**src/sv/axp_pkg.sv**
```systemverilog
// shared types, constants and helper functions for the ax.25 ui frame parser
// no dependencies; imported by every module of the block
`default_nettype none

package axp_pkg;

    // payload byte counter width, counter saturates at all ones
    localparam int LEN_BITS = 16;
    localparam int OUT_LEN_W = 16;

    // result queue between parser front and output back
    localparam int QDEPTH = 4;
    localparam int QPTR_W = $clog2(QDEPTH);
    localparam int QCNT_W = $clog2(QDEPTH + 1);

    localparam int CALL_CHARS = 6;
    localparam int CALL_W = 8 * CALL_CHARS;
    localparam int SSID_W = 4;
    localparam int TEXT_W = 7;

    localparam logic [6:0] CHAR_SPACE = 7'd32;
    localparam logic [6:0] CHAR_MAX   = 7'd90;
    localparam logic [7:0] CTRL_UI    = 8'h03;
    localparam logic [7:0] PID_NONE   = 8'hF0;
    localparam logic [6:0] TEXT_DOT   = 7'd46;
    localparam logic [7:0] PRINT_LO   = 8'd32;
    localparam logic [7:0] PRINT_HI   = 8'd126;
    localparam logic [2:0] ADDR_LAST_BYTE = 3'd6;

    typedef enum logic [1:0] {
        KIND_HEADER = 2'd0,
        KIND_TEXT   = 2'd1,
        KIND_END    = 2'd2,
        KIND_REJECT = 2'd3
    } kind_t;

    typedef enum logic [2:0] {
        PH_DEST = 3'd0,
        PH_SRC  = 3'd1,
        PH_RPT  = 3'd2,
        PH_CTRL = 3'd3,
        PH_PID  = 3'd4,
        PH_PAY  = 3'd5,
        PH_SKIP = 3'd6
    } phase_t;

    // what one accepted byte asks the back end to emit
    typedef enum logic [2:0] {
        OP_HDR      = 3'd0,
        OP_HDR_END  = 3'd1,
        OP_TEXT     = 3'd2,
        OP_TEXT_END = 3'd3,
        OP_REJECT   = 3'd4
    } op_t;

    typedef struct packed {
        op_t                  op;
        logic [CALL_W-1:0]    dest_call;
        logic [SSID_W-1:0]    dest_ssid;
        logic [CALL_W-1:0]    src_call;
        logic [SSID_W-1:0]    src_ssid;
        logic [TEXT_W-1:0]    text_char;
        logic [OUT_LEN_W-1:0] payload_len;
    } q_entry_t;

    typedef struct packed {
        logic push;
        logic pop;
    } q_ctl_t;

    // shifted callsign char is kept if above space and up to 'Z'
    function automatic logic char_ok(input logic [7:0] b, input logic [2:0] kept);
        logic [6:0] c;
        c = b[7:1];
        return (c > CHAR_SPACE) && (c <= CHAR_MAX) && (kept < 3'(CALL_CHARS));
    endfunction

    // left-packed insert: first kept char lands in the top byte
    function automatic logic [CALL_W-1:0] char_ins(input logic [CALL_W-1:0] chars,
                                                   input logic [2:0] kept,
                                                   input logic [7:0] b);
        logic [CALL_W-1:0] r;
        r = chars;
        for (int i = 0; i < CALL_CHARS; i++) begin
            if (kept == 3'(CALL_CHARS - 1 - i)) begin
                r[8*i +: 8] = {1'b0, b[7:1]};
            end
        end
        return r;
    endfunction

    function automatic logic [TEXT_W-1:0] text_map(input logic [7:0] b);
        return (b inside {[PRINT_LO:PRINT_HI]}) ? b[6:0] : TEXT_DOT;
    endfunction

    function automatic logic [OUT_LEN_W-1:0] len_clamp(input logic [LEN_BITS-1:0] c);
        logic [32:0] w;
        w = 33'(c);
        return (w > 33'(17'h0FFFF)) ? '1 : w[OUT_LEN_W-1:0];
    endfunction

endpackage

`default_nettype wire

```
**src/sv/axp_front.sv**
```systemverilog
// parser front end: accepts frame bytes, walks the address field and
// pushes one queue entry per byte that yields results; uses axp_pkg
`default_nettype none

module axp_front
    import axp_pkg::*;
(
    input  wire logic        clk,
    input  wire logic        rst_n,
    input  wire logic        in_valid,
    output logic             in_ready,
    input  wire logic [7:0]  in_byte,
    input  wire logic        in_end,
    input  wire logic        q_ready,
    output logic             q_push,
    output q_entry_t         q_entry
);

    phase_t                phase_reg, phase_next;
    logic [2:0]            idx_reg, idx_next;
    logic [CALL_W-1:0]     dest_chars_reg, dest_chars_next;
    logic [2:0]            dest_kept_reg, dest_kept_next;
    logic [SSID_W-1:0]     dest_id_reg, dest_id_next;
    logic [CALL_W-1:0]     src_chars_reg, src_chars_next;
    logic [2:0]            src_kept_reg, src_kept_next;
    logic [SSID_W-1:0]     src_id_reg, src_id_next;
    logic [LEN_BITS-1:0]   count_reg, count_next;

    logic                  accept;
    logic [CALL_W-1:0]     dchars_v;
    logic [2:0]            dkept_v;
    logic [LEN_BITS-1:0]   count_inc;

    assign in_ready = q_ready;
    assign accept   = in_valid && in_ready;

    // first destination byte starts a fresh frame
    assign dchars_v  = (idx_reg == 3'd0) ? '0 : dest_chars_reg;
    assign dkept_v   = (idx_reg == 3'd0) ? 3'd0 : dest_kept_reg;
    assign count_inc = (count_reg != '1) ? count_reg + 1'b1 : count_reg;

    always_ff @(posedge clk or negedge rst_n)
    begin
        if (!rst_n)
        begin
            phase_reg      <= PH_DEST;
            idx_reg        <= '0;
            dest_chars_reg <= '0;
            dest_kept_reg  <= '0;
            dest_id_reg    <= '0;
            src_chars_reg  <= '0;
            src_kept_reg   <= '0;
            src_id_reg     <= '0;
            count_reg      <= '0;
        end
        else
        begin
            phase_reg      <= phase_next;
            idx_reg        <= idx_next;
            dest_chars_reg <= dest_chars_next;
            dest_kept_reg  <= dest_kept_next;
            dest_id_reg    <= dest_id_next;
            src_chars_reg  <= src_chars_next;
            src_kept_reg   <= src_kept_next;
            src_id_reg     <= src_id_next;
            count_reg      <= count_next;
        end
    end

    always_comb
    begin
        phase_next      = phase_reg;
        idx_next        = idx_reg;
        dest_chars_next = dest_chars_reg;
        dest_kept_next  = dest_kept_reg;
        dest_id_next    = dest_id_reg;
        src_chars_next  = src_chars_reg;
        src_kept_next   = src_kept_reg;
        src_id_next     = src_id_reg;
        count_next      = count_reg;

        q_push              = 1'b0;
        q_entry             = '0;
        q_entry.op          = OP_REJECT;
        q_entry.dest_call   = dest_chars_reg;
        q_entry.dest_ssid   = dest_id_reg;
        q_entry.src_call    = src_chars_reg;
        q_entry.src_ssid    = src_id_reg;
        q_entry.text_char   = text_map(in_byte);

        if (accept)
        begin
            case (phase_reg)
                PH_DEST:
                begin
                    if (idx_reg == 3'd0)
                    begin
                        dest_id_next   = '0;
                        src_chars_next = '0;
                        src_kept_next  = '0;
                        src_id_next    = '0;
                        count_next     = '0;
                    end
                    dest_chars_next = dchars_v;
                    dest_kept_next  = dkept_v;
                    if (idx_reg < ADDR_LAST_BYTE)
                    begin
                        if (char_ok(in_byte, dkept_v))
                        begin
                            dest_chars_next = char_ins(dchars_v, dkept_v, in_byte);
                            dest_kept_next  = dkept_v + 3'd1;
                        end
                        idx_next = idx_reg + 3'd1;
                    end
                    else
                    begin
                        dest_id_next = in_byte[4:1];
                        phase_next   = PH_SRC;
                        idx_next     = '0;
                    end
                    if (in_end)
                    begin
                        q_push     = 1'b1;
                        phase_next = PH_DEST;
                        idx_next   = '0;
                    end
                end
                PH_SRC:
                begin
                    if (idx_reg < ADDR_LAST_BYTE)
                    begin
                        if (char_ok(in_byte, src_kept_reg))
                        begin
                            src_chars_next = char_ins(src_chars_reg, src_kept_reg, in_byte);
                            src_kept_next  = src_kept_reg + 3'd1;
                        end
                        idx_next = idx_reg + 3'd1;
                    end
                    else
                    begin
                        src_id_next = in_byte[4:1];
                        phase_next  = in_byte[0] ? PH_CTRL : PH_RPT;
                        idx_next    = '0;
                    end
                    if (in_end)
                    begin
                        q_push     = 1'b1;
                        phase_next = PH_DEST;
                        idx_next   = '0;
                    end
                end
                PH_RPT:
                begin
                    // repeater contents are ignored, only the end bit counts
                    if (idx_reg < ADDR_LAST_BYTE)
                    begin
                        idx_next = idx_reg + 3'd1;
                    end
                    else
                    begin
                        if (in_byte[0])
                        begin
                            phase_next = PH_CTRL;
                        end
                        idx_next = '0;
                    end
                    if (in_end)
                    begin
                        q_push     = 1'b1;
                        phase_next = PH_DEST;
                        idx_next   = '0;
                    end
                end
                PH_CTRL:
                begin
                    if (in_end || in_byte != CTRL_UI)
                    begin
                        q_push     = 1'b1;
                        phase_next = in_end ? PH_DEST : PH_SKIP;
                        idx_next   = '0;
                    end
                    else
                    begin
                        phase_next = PH_PID;
                    end
                end
                PH_PID:
                begin
                    q_push = 1'b1;
                    if (in_byte != PID_NONE)
                    begin
                        phase_next = in_end ? PH_DEST : PH_SKIP;
                        idx_next   = '0;
                    end
                    else
                    begin
                        count_next = '0;
                        if (in_end)
                        begin
                            q_entry.op = OP_HDR_END;
                            phase_next = PH_DEST;
                            idx_next   = '0;
                        end
                        else
                        begin
                            q_entry.op = OP_HDR;
                            phase_next = PH_PAY;
                        end
                    end
                end
                PH_PAY:
                begin
                    q_push     = 1'b1;
                    count_next = count_inc;
                    q_entry.payload_len = len_clamp(count_inc);
                    if (in_end)
                    begin
                        q_entry.op = OP_TEXT_END;
                        phase_next = PH_DEST;
                        idx_next   = '0;
                    end
                    else
                    begin
                        q_entry.op = OP_TEXT;
                    end
                end
                PH_SKIP:
                begin
                    if (in_end)
                    begin
                        phase_next = PH_DEST;
                        idx_next   = '0;
                    end
                end
                default:
                begin
                    phase_next = PH_DEST;
                    idx_next   = '0;
                end
            endcase
        end
    end

endmodule

`default_nettype wire

```
**src/sv/axp_queue.sv**
```systemverilog
// short result queue between parser front and output back end
// register array with read and write pointers; uses axp_pkg
`default_nettype none

module axp_queue
    import axp_pkg::*;
(
    input  wire logic     clk,
    input  wire logic     rst_n,
    input  wire q_ctl_t   ctl,
    input  wire q_entry_t wr_entry,
    output q_entry_t      rd_entry,
    output logic          not_empty,
    output logic          not_full
);

    q_entry_t            store [QDEPTH];
    logic [QPTR_W-1:0]   wr_ptr_reg, wr_ptr_next;
    logic [QPTR_W-1:0]   rd_ptr_reg, rd_ptr_next;
    logic [QCNT_W-1:0]   count_reg, count_next;

    assign not_empty = (count_reg != '0);
    assign not_full  = (count_reg != QCNT_W'(QDEPTH));
    assign rd_entry  = store[rd_ptr_reg];

    always_comb
    begin
        wr_ptr_next = ctl.push ? QPTR_W'(wr_ptr_reg + 1'b1) : wr_ptr_reg;
        rd_ptr_next = ctl.pop  ? QPTR_W'(rd_ptr_reg + 1'b1) : rd_ptr_reg;
        count_next  = count_reg;
        if (ctl.push && !ctl.pop)
        begin
            count_next = count_reg + 1'b1;
        end
        else if (!ctl.push && ctl.pop)
        begin
            count_next = count_reg - 1'b1;
        end
    end

    always_ff @(posedge clk or negedge rst_n)
    begin
        if (!rst_n)
        begin
            wr_ptr_reg <= '0;
            rd_ptr_reg <= '0;
            count_reg  <= '0;
        end
        else
        begin
            wr_ptr_reg <= wr_ptr_next;
            rd_ptr_reg <= rd_ptr_next;
            count_reg  <= count_next;
        end
    end

    always_ff @(posedge clk)
    begin
        if (ctl.push)
        begin
            store[wr_ptr_reg] <= wr_entry;
        end
    end

    a_no_overflow: assert property (@(posedge clk) disable iff (!rst_n)
        ctl.push |-> (not_full || ctl.pop))
        else $error("push into full queue");

    a_no_underflow: assert property (@(posedge clk) disable iff (!rst_n)
        ctl.pop |-> not_empty)
        else $error("pop from empty queue");

    a_count_range: assert property (@(posedge clk) disable iff (!rst_n)
        count_reg <= QCNT_W'(QDEPTH))
        else $error("queue count out of range");

    a_ptr_track: assert property (@(posedge clk) disable iff (!rst_n)
        (count_reg == '0) |-> (wr_ptr_reg == rd_ptr_reg))
        else $error("empty queue with pointers apart");

endmodule

`default_nettype wire

```
**src/sv/axp_back.sv**
```systemverilog
// output back end: pops queue entries and drives one result word per cycle
// while ready; two-result entries add an end-summary word; uses axp_pkg
`default_nettype none

module axp_back
    import axp_pkg::*;
(
    input  wire logic              clk,
    input  wire logic              rst_n,
    input  wire q_entry_t          q_entry,
    input  wire logic              q_not_empty,
    output q_ctl_t                 pop_ctl,
    output logic                   out_valid,
    input  wire logic              out_ready,
    output kind_t                  out_kind,
    output logic [CALL_W-1:0]      out_dest_call,
    output logic [SSID_W-1:0]      out_dest_ssid,
    output logic [CALL_W-1:0]      out_src_call,
    output logic [SSID_W-1:0]      out_src_ssid,
    output logic [TEXT_W-1:0]      out_text_char,
    output logic [OUT_LEN_W-1:0]   out_payload_len,
    output logic                   out_last
);

    logic                   valid_reg, valid_next;
    logic                   pend_reg, pend_next;
    logic [OUT_LEN_W-1:0]   pend_len_reg, pend_len_next;
    kind_t                  kind_reg, kind_next;
    logic [CALL_W-1:0]      dcall_reg, dcall_next;
    logic [SSID_W-1:0]      dssid_reg, dssid_next;
    logic [CALL_W-1:0]      scall_reg, scall_next;
    logic [SSID_W-1:0]      sssid_reg, sssid_next;
    logic [TEXT_W-1:0]      text_reg, text_next;
    logic [OUT_LEN_W-1:0]   len_reg, len_next;
    logic                   last_reg, last_next;

    logic fire;
    logic load_ok;
    logic pop;

    assign fire    = valid_reg && out_ready;
    assign load_ok = !valid_reg || (fire && !pend_reg);
    assign pop     = load_ok && q_not_empty;

    assign pop_ctl.push = 1'b0;
    assign pop_ctl.pop  = pop;

    always_comb
    begin
        valid_next    = valid_reg;
        pend_next     = pend_reg;
        pend_len_next = pend_len_reg;
        kind_next     = kind_reg;
        dcall_next    = dcall_reg;
        dssid_next    = dssid_reg;
        scall_next    = scall_reg;
        sssid_next    = sssid_reg;
        text_next     = text_reg;
        len_next      = len_reg;
        last_next     = last_reg;

        if (fire && pend_reg)
        begin
            // second word of a byte: frame end summary
            kind_next  = KIND_END;
            dcall_next = '0;
            dssid_next = '0;
            scall_next = '0;
            sssid_next = '0;
            text_next  = '0;
            len_next   = pend_len_reg;
            last_next  = 1'b1;
            pend_next  = 1'b0;
        end
        else if (pop)
        begin
            valid_next    = 1'b1;
            pend_len_next = q_entry.payload_len;
            dcall_next    = '0;
            dssid_next    = '0;
            scall_next    = '0;
            sssid_next    = '0;
            text_next     = '0;
            len_next      = '0;
            case (q_entry.op)
                OP_HDR, OP_HDR_END:
                begin
                    kind_next     = KIND_HEADER;
                    dcall_next    = q_entry.dest_call;
                    dssid_next    = q_entry.dest_ssid;
                    scall_next    = q_entry.src_call;
                    sssid_next    = q_entry.src_ssid;
                    last_next     = 1'b0;
                    pend_next     = (q_entry.op == OP_HDR_END);
                    pend_len_next = '0;
                end
                OP_TEXT, OP_TEXT_END:
                begin
                    kind_next = KIND_TEXT;
                    text_next = q_entry.text_char;
                    last_next = 1'b0;
                    pend_next = (q_entry.op == OP_TEXT_END);
                end
                default:
                begin
                    kind_next = KIND_REJECT;
                    last_next = 1'b1;
                    pend_next = 1'b0;
                end
            endcase
        end
        else if (fire)
        begin
            valid_next = 1'b0;
        end
    end

    always_ff @(posedge clk or negedge rst_n)
    begin
        if (!rst_n)
        begin
            valid_reg <= 1'b0;
            pend_reg  <= 1'b0;
        end
        else
        begin
            valid_reg <= valid_next;
            pend_reg  <= pend_next;
        end
    end

    always_ff @(posedge clk)
    begin
        pend_len_reg <= pend_len_next;
        kind_reg     <= kind_next;
        dcall_reg    <= dcall_next;
        dssid_reg    <= dssid_next;
        scall_reg    <= scall_next;
        sssid_reg    <= sssid_next;
        text_reg     <= text_next;
        len_reg      <= len_next;
        last_reg     <= last_next;
    end

    assign out_valid       = valid_reg;
    assign out_kind        = kind_reg;
    assign out_dest_call   = dcall_reg;
    assign out_dest_ssid   = dssid_reg;
    assign out_src_call    = scall_reg;
    assign out_src_ssid    = sssid_reg;
    assign out_text_char   = text_reg;
    assign out_payload_len = len_reg;
    assign out_last        = last_reg;

    a_pend_has_word: assert property (@(posedge clk) disable iff (!rst_n)
        pend_reg |-> valid_reg)
        else $error("pending end summary with no word on output");

    a_pend_after_first: assert property (@(posedge clk) disable iff (!rst_n)
        pend_reg |-> (kind_reg == KIND_HEADER || kind_reg == KIND_TEXT))
        else $error("end summary pending behind a final word");

    a_last_kind: assert property (@(posedge clk) disable iff (!rst_n)
        valid_reg |-> (last_reg == (kind_reg == KIND_END || kind_reg == KIND_REJECT)))
        else $error("last flag does not match result kind");

    a_no_pop_on_pend: assert property (@(posedge clk) disable iff (!rst_n)
        (pend_reg && valid_reg) |-> !pop)
        else $error("queue popped while end summary pending");

endmodule

`default_nettype wire

```
**src/sv/ax25_ui_frame_parser.sv**
```systemverilog
// top level of the ax.25 ui frame parser: front parser, result queue and
// output back end; uses axp_pkg, axp_front, axp_queue, axp_back
`default_nettype none

// Takes one frame byte per word (tlast marks the final byte) and parses the
// destination, source and repeater addresses, control and pid. Output words
// are a header, one text char per payload byte, and an end summary with the
// saturating payload length; a short or malformed frame gives a reject word.
// Input accepts one byte per cycle while the queue has room. Each byte
// yields at most one output word, except the pid byte of an empty frame and
// the last payload byte, which yield two; the single output register sends
// those in turn, and a four-entry queue between the parser and the output
// stage absorbs this, so input stalls only when the output side is held
// off. A byte's first word passes the queue, then the output register. No
// clearing pass after reset.
module ax25_ui_frame_parser
    import axp_pkg::*;
(
    input  wire logic          clk,
    input  wire logic          rst_n,
    input  wire logic          s_axis_tvalid,
    output logic               s_axis_tready,
    input  wire logic [7:0]    s_axis_tdata,   // data_byte[7:0]
    input  wire logic          s_axis_tlast,
    output logic               m_axis_tvalid,
    input  wire logic          m_axis_tready,
    // dest_call[47:0], dest_ssid[51:48], src_call[99:52], src_ssid[103:100],
    // text_char[110:104], payload_len[126:111], zero pad[127]
    output logic [127:0]       m_axis_tdata,
    output logic [1:0]         m_axis_tuser,   // kind[1:0]
    output logic               m_axis_tlast
);

    q_entry_t               push_entry;
    q_entry_t               head_entry;
    logic                   push;
    logic                   q_not_empty;
    logic                   q_not_full;
    q_ctl_t                 back_ctl;
    q_ctl_t                 q_ctl;
    kind_t                  kind;
    logic [CALL_W-1:0]      dest_call;
    logic [SSID_W-1:0]      dest_ssid;
    logic [CALL_W-1:0]      src_call;
    logic [SSID_W-1:0]      src_ssid;
    logic [TEXT_W-1:0]      text_char;
    logic [OUT_LEN_W-1:0]   payload_len;

    axp_front u_front (
        .clk      (clk),
        .rst_n    (rst_n),
        .in_valid (s_axis_tvalid),
        .in_ready (s_axis_tready),
        .in_byte  (s_axis_tdata),
        .in_end   (s_axis_tlast),
        .q_ready  (q_not_full),
        .q_push   (push),
        .q_entry  (push_entry)
    );

    assign q_ctl.push = push;
    assign q_ctl.pop  = back_ctl.pop;

    axp_queue u_queue (
        .clk       (clk),
        .rst_n     (rst_n),
        .ctl       (q_ctl),
        .wr_entry  (push_entry),
        .rd_entry  (head_entry),
        .not_empty (q_not_empty),
        .not_full  (q_not_full)
    );

    axp_back u_back (
        .clk             (clk),
        .rst_n           (rst_n),
        .q_entry         (head_entry),
        .q_not_empty     (q_not_empty),
        .pop_ctl         (back_ctl),
        .out_valid       (m_axis_tvalid),
        .out_ready       (m_axis_tready),
        .out_kind        (kind),
        .out_dest_call   (dest_call),
        .out_dest_ssid   (dest_ssid),
        .out_src_call    (src_call),
        .out_src_ssid    (src_ssid),
        .out_text_char   (text_char),
        .out_payload_len (payload_len),
        .out_last        (m_axis_tlast)
    );

    assign m_axis_tdata = {1'b0, payload_len, text_char, src_ssid, src_call,
                           dest_ssid, dest_call};
    assign m_axis_tuser = kind;

endmodule

`default_nettype wire

```
**config.mk**
```make
export PLATFORM = sky130hd
export DESIGN_NAME = ax25_ui_frame_parser
export DESIGN_NICKNAME = d
export VERILOG_FILES = /design/src/sv/axp_pkg.sv /design/src/sv/axp_front.sv /design/src/sv/axp_queue.sv /design/src/sv/axp_back.sv /design/src/sv/ax25_ui_frame_parser.sv
export SDC_FILE = /design/constraint.sdc
export NUM_CORES = 1
export LEC_CHECK = 0
export ABC_AREA = 0
export ABC_CLOCK_PERIOD_IN_PS = 5970
export BUFFER_PORTS_ARGS = -buffer_cell sky130_fd_sc_hd__buf_2
export CORE_ASPECT_RATIO = 0.5
export CORE_MARGIN = 2
export CORE_UTILIZATION = 59
export DETAILED_ROUTE_END_ITERATION = 12
export GPL_ROUTABILITY_DRIVEN = 0
export PLACE_DENSITY = 0.77
export RECOVER_POWER = 25
export SLEW_MARGIN = 20
export SYNTH_ARGS = -nofsm -noshare
export SYNTH_HDL_FRONTEND = slang
export SYNTH_SLANG_ARGS = --single-unit
```
**constraint.sdc**
```tcl
create_clock -name clk -period 5.97 [get_ports clk]
set_input_delay 0.8955 -clock clk [delete_from_list [all_inputs] [get_ports clk]]
set_output_delay 0.8955 -clock clk [all_outputs]
set_load 0.02 [all_outputs]
```
-- Word-level counts from Yosys, hierarchy flattened
Memory sizes are Yosys's and may differ from the RTL's.
Cells that the tools add are included.
- bits in registers: 287
- bits in latches: 0
- bits in writable memories: 520
- bits in read-only memories: 0
- bits of input ports: 13
- output and inout bits: 133
- logic and storage cells: 219
- memories: 1
- memories (name ; words ; bits a word ; read ports ; clocked after Yosys merged registers in ; wr ports ; line ; source):
    u_queue.store ; 4 ; 130 ; 1 ; 0 ; 1 ; axp_queue.sv:17 ; q_entry_t store [QDEPTH];
- add/sub/neg operators: 8
- multiply operators: 0
- div/mod/pow operators: 0
- magnitude comparators: 7
- eq/ne operators: 41
- shift operators: 0
- muxes and demuxes: 84
- bitwise logic cells: 1
- reductions and logical operators: 49
- operators by type and width (operator ; number):
    $mux 48 ; 8
    $mux 16 ; 7
    $mux 8 ; 12
    $pmux 48 s2 ; 1
    $mux 3 ; 27
    $pmux 16 s3 ; 1
    $reduce_and 6->1 ; 7
    $eq 3x2->1 const B ; 8
    $ne 2x1->1 const B ; 12
    $eq 3x3->1 const B ; 7
    $mux 4 ; 5
    $pmux 3 s6 ; 1
    $add 16x1->16 const B ; 1
    $ne 16x16->1 const B ; 1
    $logic_not 3->1 ; 5
    $ne 3x3->1 const B ; 5
    $mux 7 ; 2
    $mux 1 ; 13
    $add 3x1->3 const B ; 4
    $eq 3x1->1 const B ; 4
    $pmux 3 s2 ; 2
    $pmux 3 s4 ; 1
    $logic_and 1x1->1 ; 11
    $lt 3x3->1 const B ; 3
    other kinds (25) ; 42

-- Longest topological paths before layout
- word-level depth: 9
- depth in mapped cells: 12
- depth with buffers taken out: 11

-- Cells and area by module
A second synthesis with hierarchy kept.
- cell total of the unflattened synthesis: 1652
- area, all modules: 30195.2 µm²
- by module, submodules not included (module ; instances ; cells an instance ; area each (µm²) ; sequential area each (µm²)):
    axp_queue ; 1 ; 715 ; 19144.6 ; 15790.1
    axp_front ; 1 ; 592 ; 6241.0 ; 3153.0
    axp_back ; 1 ; 343 ; 4798.4 ; 3293.2
    ax25_ui_frame_parser ; 1 ; 2 ; 11.3 ; 0.0

-- Worst setup path before layout
Ideal clock, no wire load.
- path kind: input-to-reg
- start: in s_axis_tdata[4]
- end: mem u_queue.store[0][0] (netlist name) (enable)
- library setup time: 498 ps
- arrival: 4657 ps
- required time: 5472 ps
- setup slack: 815 ps
- stages: 7
- path buffers: 2
- path through: clkbuf_1 > or4_4 > nor4_1 > o21ai_0 > and3_1 > buf_2 > and2_1
- longest elaborated chain between the ends: 7
- RTL lines (element ; line ; source):
    start: declaration ; ax25_ui_frame_parser.sv:23 ; input wire logic [7:0] s_axis_tdata,
    $ne 8x2->1 ; axp_front.sv:176 ; if (in_end || in_byte != CTRL_UI)
    $logic_or 1x1->1 ; axp_front.sv:176 ;
    $mux 1 ; axp_front.sv:176 ;
    $pmux 1 s3 ; axp_front.sv:93 ; case (phase_reg)
    $mux 1 ; axp_front.sv:91 ; if (accept)
    via push ; ax25_ui_frame_parser.sv:36 ; logic push;
    $mux 1 ; axp_queue.sv:59 ; if (ctl.push)
    $mux 1 (implied by the code) ; axp_queue.sv:61 ; store[wr_ptr_reg] <= wr_entry;
    end: declaration ; axp_queue.sv:17 ;
The timed path passes the listed nets, and every way through them passes these cells.

-- Worst setup path after layout
- start: in s_axis_tdata[4]
- end: mem u_queue.store[2][114] (netlist name) (enable)
- longest elaborated chain between the ends: 7
- RTL lines (element ; line):
    $ne 8x2->1 ; axp_front.sv:176
    $logic_or 1x1->1 ; axp_front.sv:176
    $mux 1 ; axp_front.sv:176
    $pmux 1 s3 ; axp_front.sv:93
    $mux 1 ; axp_front.sv:91
    $mux 1 ; axp_queue.sv:59
    $mux 1 (implied by the code) ; axp_queue.sv:61
No other way between the ends.

==> run_results.csv <==
group,metric,value,unit
timing,relSlewSlack,24.7,%
worst_setup_path,cp-start-kind,"input port",
placed_design,dp_slack,1.73,ns
clock_network,cts.clk_slew.worst_paths,0.07,ns
timing,setup_viol,0,
outcome,outcome,"finished clean",
pwr,p_comb_share,20.7,%
die,floorplan.initialDensity,59.5,%
die,die_x,316,um
pwr,power_frac_seq,49.3,%
die,die-height,160,um
timing,max_freq,287,MHz
placed_design,dp_hpwl,34300,um
clock_network,holdBufCountCts,0,
worst_setup_path,worst_setup_path_end_kind,"flop",
worst_setup_path,cpMaxStageDelayCell,"and2_4",
layout,n_fill_cell,2971,
clock_network,cts_tree,"built",
layout,largest_reg_flops,496,
timing,fin_crit_sh,58.3,%
worst_setup_path,worst_ep_arrival_time,3.70,ns
logic_synthesis,ys_top_cells_by_area,"edfxtp_1, dfrtp_1, mux4_2, dfxtp_1, a22o_1",
clock_network,post_cts_buffers,0,
pwr,switching_share,28.6,%
logic_synthesis,yosysMostFrequentCell,"edfxtp_1",
die,dieArea,50600,um2
clock_network,clock_latency,0.59,ns
logic_synthesis,yosys_register_bits,771,
worst_setup_path,critical_path.max_stage_delay,0.79,ns
layout,n_antenna_cell,0,
logic_synthesis,yosysTopAreaCell,"edfxtp_1",
logic_synthesis,syn_avg_cell_area,18.2,um2
logic_synthesis,ys_async_sr_fraction,17.5,%
logic_synthesis,ys_seq_area_share,74.4,%
logic_synthesis,yosysWarnings,0,
timing,slew_viol_final,0,
global_route,grtUsageTotal,24.1,%
logic_synthesis,yosysTopAreaCellShare,55.1,%
timing,max_slew.worst_pin.slew,1.13,ns
worst_setup_path,cp.required,6.19,ns
routing,finalWirelength,59600,um
worst_hold_path,hold_class,"in -> async",
clock_network,cts_root_buf,"clkbuf_16",
timing,skew,0.0180,ns
pwr,p_int,0.0103,W
logic_synthesis,syn_inst,1584,
logic_synthesis,netlist_top_cells_count,"edfxtp_1, a22o_1, dfrtp_1, mux4_2, dfxtp_1",
clock_network,cts_resized,0,
logic_synthesis,syn_area,28800,um2
layout,drive_above_1_share,23.4,%
routing,ant_nets,0,
die,rows,57,
timing,period_needed,3.48,ns
timing,timing_hold_violations_final,0,
worst_setup_path,critical_path_class,"in -> reg",
routing,route.detailed.drc,0,
timing,setup_slack,2.49,ns
routing,wl_per_cell,24.6,um
pwr,ir_drop,0.242,mV
clock_network,cts_buffers,66,
global_route,antenna_found_initial,1,
global_route,gr-total-overflow,0,
logic_synthesis,synth_cell_type_count,73,
routing,drt_pass1_iterations,5,
layout,seqCellArea,21400,um2
timing,rsz0062_at_grt,"no",
layout,area.growth.synth_to_final,12.3,%
placed_design,port_buffers,138,
clock_network,htreeDepth,3,
routing,vias,15200,
timing,finalSetupTns,0,ns
global_route,grt_pass1_vias,15700,
logic_synthesis,synth_ff_type,"edfxtp_1",
routing,drtIter0Drc,1573,
pwr,powerDensity,446,nW/um2
pwr,clkPwrFrac,29.9,%
logic_synthesis,synth_edf_count,528,
pwr,switchingPower,0.00412,W
layout,multi_input_area,6920,um2
worst_setup_path,critPathMaxFanout,55,
global_route,grt_pass1_wl,92400,um
timing,whs,0.368,ns
die,ios,146,
job,drv_cap,0,
pwr,p_leak,11.8,nW
worst_setup_path,crit_chain,"buf_2 > or4_4 > nor4_1 > o21ai_0 > and3_1 > and2_4 > buf_4",
global_route,grt_max_degree,90,
clock_network,clock_sinks,771,
clock_network,clock_path_buffers,3,
layout,nNetsFinal,1751,
routing,vias_per_cell,6.29,
die,core_area,48400,um2
==> metrics by stage <==
step	std cells	cell area (um2)	power (W)	util, %
6_report	2420	32300	0.0144	66.8
5_1_grt	2420	32300	0.0149	66.8
4_1_cts	2418	32200	0.0145	66.6
3_5_place_dp	2298	30100	0.0102	62.2
3_3_place_gp	2298	30100	0.0100	62.2
2_1_floorplan	1590	28800	0.00924	-
==> kinds of logic (layout without fill, tap and decap cells) <==
logic type / after synthesis / in the layout / synth area share (%)
DFF: 771 / 771 / 74.4
AOI/OAI and AO/OA: 293 / 293 / 8.48
and+or+nand+nor: 237 / 237 / 4.25
muxes: 128 / 128 / 9.86
buffers and inverters: 124 / 305 / 1.82
adders and majority gates: 19 / 19 / 0.853
xor gates and xnor gates: 11 / 11 / 0.335
other: 1 / 7 / 0.0130
==> power by group through the flow <==
stage / Combinational, W / Clock [W] / Sequential, W
6_report: 0.00298 / 0.00431 / 0.00710
5_1_grt: 0.00318 / 0.00457 / 0.00718
4_1_cts: 0.00302 / 0.00436 / 0.00710
3_5_place_dp: 0.00299 / 0 / 0.00720
3_3_place_gp: 0.00291 / 0 / 0.00714
2_1_floorplan: 0.00213 / 0 / 0.00711
==> cell type report <==
cell class / instances / area share (%)
sequential: 771 / 66.3
timing repair buffer: 156 / 2.75
clock buffer: 90 / 5.90
clock inverter: 30 / 0.790
multi-input combinational: 695 / 21.4
inverter: 29 / 0.337
tap: 649 / 2.51
==> final timing paths <==
kind | start | end | slack (ns) | depth (start not counted)
max in group asynchronous | rst_n | u_front.dest_chars_reg[0]$_DFFE_PN0P_ | 4.32 | 2
worst max-delay path | s_axis_tdata[4] | u_queue.store[2][114]$_DFFE_PP_ | 2.49 | 7
min in group clk | u_back.out_text_char[2]$_SDFFE_PP0P_ | u_back.out_text_char[2]$_SDFFE_PP0P_ | 0.45 | 2
worst max register to register | u_queue.rd_ptr_reg[1]$_DFFE_PN0P_ | u_back.out_src_call[8]$_SDFFE_PP0P_ | 2.75 | 5
worst min-delay path | rst_n | u_front.count_reg[10]$_DFFE_PN0P_ | 0.37 | 1
worst min register to register | u_back.out_text_char[2]$_SDFFE_PP0P_ | u_back.out_text_char[2]$_SDFFE_PP0P_ | 0.45 | 2
==> per-layer routing <==
metal | GRT usage [%] | vias up | share of wire (%)
met5 | 0 | - | 0
met2 | 41.2 | 610 | 52
met3 | 4.12 | 106 | 6.3
li1 | - | 6543 | -
met1 | 32.5 | 7951 | 40
met4 | 6.43 | 0 | 2.1
==> placed cells by master (no fill, tap or decap), drive strengths merged, types with 6 or more instances in the layout <==
master,count
dfrtp,135
clkbuf,90
a31oi,8
or3,6
dfxtp,108
and3,8
nor2b,21
nor2,46
edfxtp,528
nand2,70
nor3,11
mux4,124
o21ai,37
inv,32
xor2,6
nand3,15
and2,28
clkinv,21
conb,7
a22o,183
nand2b,6
nand4,6
buf,156
ha,18
a21oi,22
==> worst max-delay path, delay by kind of cell <==
kind | cells | cell delay, ns
buffers and inverters | 2 | 1.09
and+or+nand+nor | 4 | 1.47
AOI/OAI and AO/OA | 1 | 0.20
Note: power is estimated with default switching activity, not from simulation.
